## config.mk

```make
export PLATFORM = sky130hd
export DESIGN_NAME = mcc_ctrl
export DESIGN_NICKNAME = d
export VERILOG_FILES = /design/src/rtl/assert_macros.svh /design/src/rtl/mcc_pkg.sv /design/src/rtl/mcc_ctrl.sv
export SDC_FILE = /design/constraint.sdc
export NUM_CORES = 1
export LEC_CHECK = 0
export BUFFER_PORTS_ARGS = -buffer_cell sky130_fd_sc_hd__buf_4
export CORE_AREA = 2 2 39 41
export DETAILED_ROUTE_END_ITERATION = 8
export DIE_AREA = 0 0 41 43
export PLACE_DENSITY = 0.45
export SLEW_MARGIN = 30
export SYNTH_ARGS = -nofsm -noshare
export SYNTH_HDL_FRONTEND = slang
export SYNTH_SLANG_ARGS = --single-unit
```

## constraint.sdc

```tcl
create_clock -name clk -period 1.4 [get_ports clk]
set_input_delay 0.14 -clock clk [delete_from_list [all_inputs] [get_ports clk]]
set_output_delay 0.14 -clock clk [all_outputs]
set_load 0.01 [all_outputs]
```

## src/rtl/assert_macros.svh

```systemverilog
// Assertion macros for the RTL files.
// No dependencies; included by modules that carry concurrent checks.
`ifndef ASSERT_MACROS_SVH
`define ASSERT_MACROS_SVH

// same-cycle implication, disabled while reset is asserted
`define ASSERT_IMP(lbl, clk, rst_n, ante, cons) \
	lbl: assert property (@(posedge clk) disable iff (!rst_n) (ante) |-> (cons)) \
		else $error("check failed: same-cycle implication");

// next-cycle implication, disabled while reset is asserted
`define ASSERT_NXT(lbl, clk, rst_n, ante, cons) \
	lbl: assert property (@(posedge clk) disable iff (!rst_n) (ante) |=> (cons)) \
		else $error("check failed: next-cycle implication");

`endif

```

## src/rtl/mcc_pkg.sv

```systemverilog
// Types and constants of the min coin change table.
// No dependencies; used by mcc_ctrl, mcc_dp and min_coin_change_table.
package mcc_pkg;

	localparam int AMT_W         = 10;
	localparam int CNT_W         = 10;
	localparam int SLOT_W        = 3;
	localparam int COIN_W        = 10;
	localparam int NUM_COIN_REGS = 7;
	localparam int CFG_IDX_W     = 3;
	localparam int CFG_DATA_W    = 10;
	localparam int S_TDATA_W     = 16;
	localparam int M_TDATA_W     = 24;
	localparam int AMT_MAX       = 1023;

	localparam int DEF_MAX_AMOUNT = 1023;
	localparam int DEF_COIN_SLOTS = 7;

	localparam logic [CNT_W-1:0] COUNT_SAT = 10'd1023;

	localparam logic [CFG_IDX_W-1:0] REG_COIN_COUNT   = 3'd0;
	localparam logic [CFG_IDX_W-1:0] REG_COIN_VALUE_0 = 3'd1;

	localparam logic MODE_COMPUTE = 1'b0;
	localparam logic MODE_QUERY   = 1'b1;

	typedef struct packed {
		logic              reach;
		logic [CNT_W-1:0]  count;
		logic [SLOT_W-1:0] slot;
	} mcc_entry_t;

	typedef enum logic [2:0] {
		ST_IDLE,
		ST_ZERO,
		ST_FILL,
		ST_RD,
		ST_OUT
	} mcc_state_t;

	typedef struct packed {
		logic accept;   // latch the input beat
		logic zero_wr;  // write entry zero, start the fill
		logic fill;     // one phase of the amount/slot walk
		logic rd;       // read the result entry
		logic load;     // load the output register
	} mcc_cmd_t;

	typedef struct packed {
		logic target_zero;
		logic fill_done;
		logic out_free;
	} mcc_sts_t;

endpackage

```

## src/rtl/mcc_ctrl.sv

```systemverilog
// Control state machine of the min coin change table.
// Depends on mcc_pkg; drives mcc_dp through the command struct.
module mcc_ctrl
	import mcc_pkg::*;
(
	input  logic     clk,
	input  logic     arst_n,
	input  logic     s_tvalid,
	output logic     s_tready,
	input  logic     s_tuser,
	input  mcc_sts_t sts,
	output mcc_cmd_t cmd
);

	mcc_state_t state_q, state_d;

	always_ff @(posedge clk or negedge arst_n) begin
		if (!arst_n) begin
			state_q <= ST_IDLE;
		end else begin
			state_q <= state_d;
		end
	end

	always_comb begin
		state_d  = state_q;
		cmd      = '0;
		s_tready = 1'b0;
		case (state_q)
			ST_IDLE: begin
				s_tready = 1'b1;
				if (s_tvalid) begin
					cmd.accept = 1'b1;
					state_d    = (s_tuser == MODE_QUERY) ? ST_RD : ST_ZERO;
				end
			end
			ST_ZERO: begin
				cmd.zero_wr = 1'b1;
				state_d     = sts.target_zero ? ST_RD : ST_FILL;
			end
			ST_FILL: begin
				cmd.fill = 1'b1;
				if (sts.fill_done) begin
					state_d = ST_RD;
				end
			end
			ST_RD: begin
				cmd.rd  = 1'b1;
				state_d = ST_OUT;
			end
			ST_OUT: begin
				if (sts.out_free) begin
					cmd.load = 1'b1;
					state_d  = ST_IDLE;
				end
			end
			default: begin
				state_d = ST_IDLE;
			end
		endcase
	end

endmodule

```

==> impl_metrics.yaml, run 1 <==
status:
  status: "completed"
synthesis:
  ys_ff_latch: 3
  synthAdderAreaFrac_pct: 0
  ys_types: 14
  syn_avg_cell_area_sq_um: 9.77
  syn-num-nets: 28
  synth_xor_area_share_pct: 0
  syn_inst: 21
  synth_area_sq_um: 205
  synth-seq-area-share_pct: 36.6
  yosys.area_share.simple_pct: 30.5
  synthMuxAreaShare_pct: 0
  synth-compound-area-share_pct: 18.3
  ys_warn_count: 0
  synth_top_family_by_area: "simple AND/OR/NAND/NOR gates"
drt:
  viasPerCell: 3.80
  vias: 194
  drc: 0
  drt-initial-drc-count: 0
  routedWlPerCell_um: 8.71
  drt_pass1_iterations: 1
  drtAntennaViolNets: 0
  totalWireLength_um: 444
sta:
  setup_viol: 0
  hold_viol: 0
  holdWs_ps: 98.9
  fin_setup_tns_ps: 0
  slew_headroom_pct: 82.3
  period_minus_slack_ps: 1320
  worst_pin_slew_ps: 265
  fin_skew_ps: 4.80
  setup_ws_ps: 75.5
  rsz0062_at_grt: "false"
  period_share_pct: 94.6
  slew_violations: 0
  fmax_ghz: 0.755
clock_tree:
  cts_root_buffer: "clkbuf_4"
  htree_levels: 1
  cts_buffer_depth: 2
  numCtsBuffers: 3
  clk_latency_ps: 230
  clock_sinks: 3
  clk_pin_slew_ps: 40
  cts_tree: "done"
cells_and_area:
  drive_gt1_share_pct: 48.6
  largestRegisters: "state_q (3)"
  final_util_pct: 23.6
  n_antenna_cell: 0
  largest_reg_flops: 3
  largest_register: "state_q"
  fin_area_sq_um: 327
  syn2layout_area_growth_pct: 59.1
  final_cells: 51
  nNetsFinal: 43
critical_path:
  timing.rr.end: "state_q[0]"
  worstSetupStartpointType: "register"
  r2r_slack_ps: 390
  reg2reg_from: "state_q[1]"
  end_kind: "output port"
  required_ps: 1260
  slowest_delay_ps: 460
  worstSetupPathType: "register to output port"
  worstPathMaxFanout: 9
  cp.buffers_inverters: 1
  critPathTopFamily: "flip-flops"
  reg2reg_depth: 3
  crit_chain: "nor3_2 -> and2_1 -> buf_4"
  crit_arrival_ps: 1180
  slowest_stage: "dfrtp_1"
power_and_ir_drop:
  p_per_area_nw_per_um2: 2020
  finalPower_mw: 0.660
  p_clk_share_pct: 22.9
  p_seq_share_pct: 32.1
  p_leak_nw: 0.150
  vdd_drop_max_mv: 0.741
  combPwrFrac_pct: 45.0
  power.switching_mw: 0.247
  p_int_mw: 0.413
  switching_share_pct: 37.5
global_routing:
  grt_pass1_vias: 192
  grt_first_pass_wirelength_um: 696
  gr-usage-all-layers_pct: 5.92
  antenna_found_initial: 0
  grt_max_degree: 11
  grt.overflow.total: 0
worst_hold_path:
  hold_path_class: "primary input to register"
  hp-start: "sts[0]"
  holdPathStages: 2
  hold_end: "state_q[2]"
die:
  dieWidth_um: 41
  dieArea_sq_um: 1760
  core_sq_um: 1380
  initial_core_util_pct: 14.8
  die_y_um: 43
  rows: 14
  ios: 13
placement:
  dpl_worst_slack_ps: 278
  post-place-cells: 46
  io_buffers: 12
  postPlaceCellArea_sq_um: 285
  place.gp.congestion: 0.692
job:
  drv_cap: 0
[final cells by class]
type	count	area (sq um)
multi-input cells	15	105
flip-flops and latches	3	75.1
clock buffers	4	26.3
well taps	16	20.0
repair buffers	13	100
fillers	152	1060
[cells in the mapped netlist]
cell type	instances	share of area [%]
dfrtp_1	3	37
nor3_1	1	2.4
and2_1	1	3.1
nor3b_1	2	7.3
a211oi_1	4	15
buf_4	1	3.7
nand2b_1	1	3.1
nor2b_1	1	3.1
nor2_1	1	1.8
o21bai_1	1	3.7
buf_6	2	11
and3b_2	1	4.9
nand2_1	1	1.8
and3_1	1	3.1
[how the worst max path moves through the flow]
stage              to       start  cells after the start  slack, ps
6_report       cmd[4]  state_q[0]                      3         80
4_1_cts        cmd[4]  state_q[0]                      3         20
5_1_grt        cmd[4]  state_q[1]                      3          3
2_1_floorplan  cmd[4]  state_q[0]                      3        210
3_3_place_gp   cmd[4]  state_q[1]                      3        320
3_5_place_dp   cmd[4]  state_q[0]                      3        280
[cell families (layout without fill, tap and decap cells)]
| logic type | after synthesis | in the layout |
|---|---|---|
| flip-flops | 3 | 3 |
| AND/OR/NAND/NOR | 10 | 10 |
| AO/OA/AOI/OAI | 5 | 5 |
| buffers and inverters | 3 | 17 |
[placed cells by master (no fill, tap or decap), types with 2 or more instances in the layout]
| master | instances |
|---|---|
| a211oi_1 | 4 |
| buf_4 | 12 |
| clkbuf_4 | 3 |
| dfrtp_1 | 3 |
| nor3b_1 | 2 |
[power by group through the flow]
| stage | Combinational [mW] | Sequential (mW) | Clock, mW |
|---|---|---|---|
| 2_1_floorplan | 0.283 | 0.151 | 0 |
| 4_1_cts | 0.298 | 0.207 | 0.157 |
| 3_3_place_gp | 0.292 | 0.205 | 0 |
| 3_5_place_dp | 0.293 | 0.208 | 0 |
| 6_report | 0.297 | 0.212 | 0.151 |
| 5_1_grt | 0.330 | 0.229 | 0.165 |
[routing by layer]
metal	routed length [um]	GRT usage (%)	vias to the layer above
met5	0	0	-
met4	0	2.00	0
met3	68	4.71	0
met2	160	7.50	14
met1	215	7.40	77
li1	-	-	103
[what timing repair did]
item,CTS,global route
hold buffers,1,0
resized for setup,0,1
setup endpoints to repair,0,1
hold endpoints to repair,3,0
buffers inserted,0,0
Power figures use the tool's default switching activity.
==> inputs of run 2 (changes only) <==
--- a/config.mk
+++ b/config.mk
@@ -9,6 +9,7 @@
 export CORE_AREA = 2 2 39 41
 export DETAILED_ROUTE_END_ITERATION = 8
 export DIE_AREA = 0 0 41 43
+export MAX_ROUTING_LAYER = met4
 export PLACE_DENSITY = 0.45
 export SLEW_MARGIN = 30
 export SYNTH_ARGS = -nofsm -noshare
==> impl_metrics.yaml, run 2 (synthesis gave the netlist of run 1 again) <==
sta:
  setup_viol: 0
  worst_pin_slew_ps: 265
  fmax_ghz: 0.756
  hold_viol: 0
  slew_headroom_pct: 82.3
  rsz0062_at_grt: "false"
  holdWs_ps: 98.9
  fin_setup_tns_ps: 0
  slew_violations: 0
  fin_skew_ps: 4.80
  period_share_pct: 94.5
  period_minus_slack_ps: 1320
  setup_ws_ps: 76.5
drt:
  totalWireLength_um: 444
  drt_pass1_iterations: 1
  drc: 0
  vias: 194
  drt-initial-drc-count: 0
  viasPerCell: 3.80
  routedWlPerCell_um: 8.71
  drtAntennaViolNets: 0
critical_path:
  end_kind: "output port"
  crit_start: "state_q[0]"
  crit_arrival_ps: 1180
  reg2reg_from: "state_q[1]"
  worstSetupPathType: "register to output port"
  reg2reg_depth: 3
  required_ps: 1260
  worstSetupStartpointType: "register"
  worstPathMaxFanout: 9
clock_tree:
  numCtsBuffers: 3
  cts_root_buffer: "clkbuf_4"
  htree_levels: 1
  clk_latency_ps: 230
  clock_sinks: 3
  cts_tree: "done"
  cts_buffer_depth: 2
  clk_pin_slew_ps: 40
placement:
  post-place-cells: 46
  place.gp.congestion: 0.700
  io_buffers: 12
  dpl_worst_slack_ps: 278
worst_hold_path:
  holdPathStages: 2
  hp-start: "sts[0]"
  hold_path_class: "primary input to register"
global_routing:
  gr-usage-all-layers_pct: 6.07
  grt.overflow.total: 0
  grt_max_degree: 11
  grt_first_pass_wirelength_um: 696
  grt_pass1_vias: 189
  antenna_found_initial: 0
cells_and_area:
  largestRegisters: "state_q (3)"
  drive_gt1_share_pct: 48.6
  largest_register: "state_q"
  n_antenna_cell: 0
  multiInputGateArea_sq_um: 105
  regArea_sq_um: 75.1
  final_cells: 51
  mostFrequentLayoutCells: "12 x buf_4, 4 x a211oi_1, 3 x clkbuf_4, 3 x dfrtp_1, 2 x nor3b_1"
  nNetsFinal: 43
  nFillCells: 152
  syn2layout_area_growth_pct: 59.1
  final_common_cell: "buf_4"
  largest_reg_flops: 3
die:
  initial_core_util_pct: 14.8
  core_sq_um: 1380
  dieArea_sq_um: 1760
  dieWidth_um: 41
  ios: 13
  die_y_um: 43
  rows: 14
power_and_ir_drop:
  p_leak_nw: 0.150
  p_per_area_nw_per_um2: 2020
  finalPower_mw: 0.659
  vdd_drop_max_mv: 0.740
status:
  status: "completed"
job:
  drv_cap: 0
==> run 2: cell counts in the layout (fill, tap and decap cells not counted) <==
Identical to the previous run, type by type.
==> run 2: area by class of cell <==
class | count | area share, %
Clock buffer | 4 | 8.05
Multi-Input combinational cell | 15 | 32.2
Sequential cell | 3 | 23.0
Tap cell | 16 | 6.13
Timing Repair Buffer | 13 | 30.7
==> run 2: worst paths after layout <==
path	end	slack (ps)
setup / recovery	cmd[4]	80
hold / removal	state_q[2]	100
setup reg to reg	state_q[0]	390
hold reg to reg	state_q[0]	600
max in group asynchronous	state_q[0]	1060
min in group asynchronous	state_q[2]	240
==> run 2: metrics by stage <==
step                util [%]  area [sq um]
floorplan                  -           205
global placement        20.6           285
detailed placement      20.6           285
CTS                     23.2           322
global route            23.6           327
finish                  23.6           327
==> run 2: repair_timing <==
item / in CTS / in global routing
setup endpoints to repair: 0 / 1
setup buffers: 0 / 0
endpoints found under the hold margin: 3 / 0
hold buffers: 1 / 0
resized for setup: 0 / 1
==> run 2: power by group <==
part           internal, mW  switching (mW)  total, mW  leakage [nW]
clock network         0.107          0.0444      0.151        0.0150
logic                 0.179           0.117      0.296        0.0983
registers             0.127          0.0853      0.212        0.0371
total                 0.413           0.247      0.659         0.150
==> run 2: critical path, stage by stage, from the launching register on <==
cell and delay (ps):
dfrtp_1 460, nor3_2 230, and2_1 150, buf_4 110
==> run 2: routing by layer <==
layer	global-route usage (%)	share of wire (%)
met1	7.40	48
met2	7.50	36
met3	4.71	16
met4	2.00	0
met5	-	0
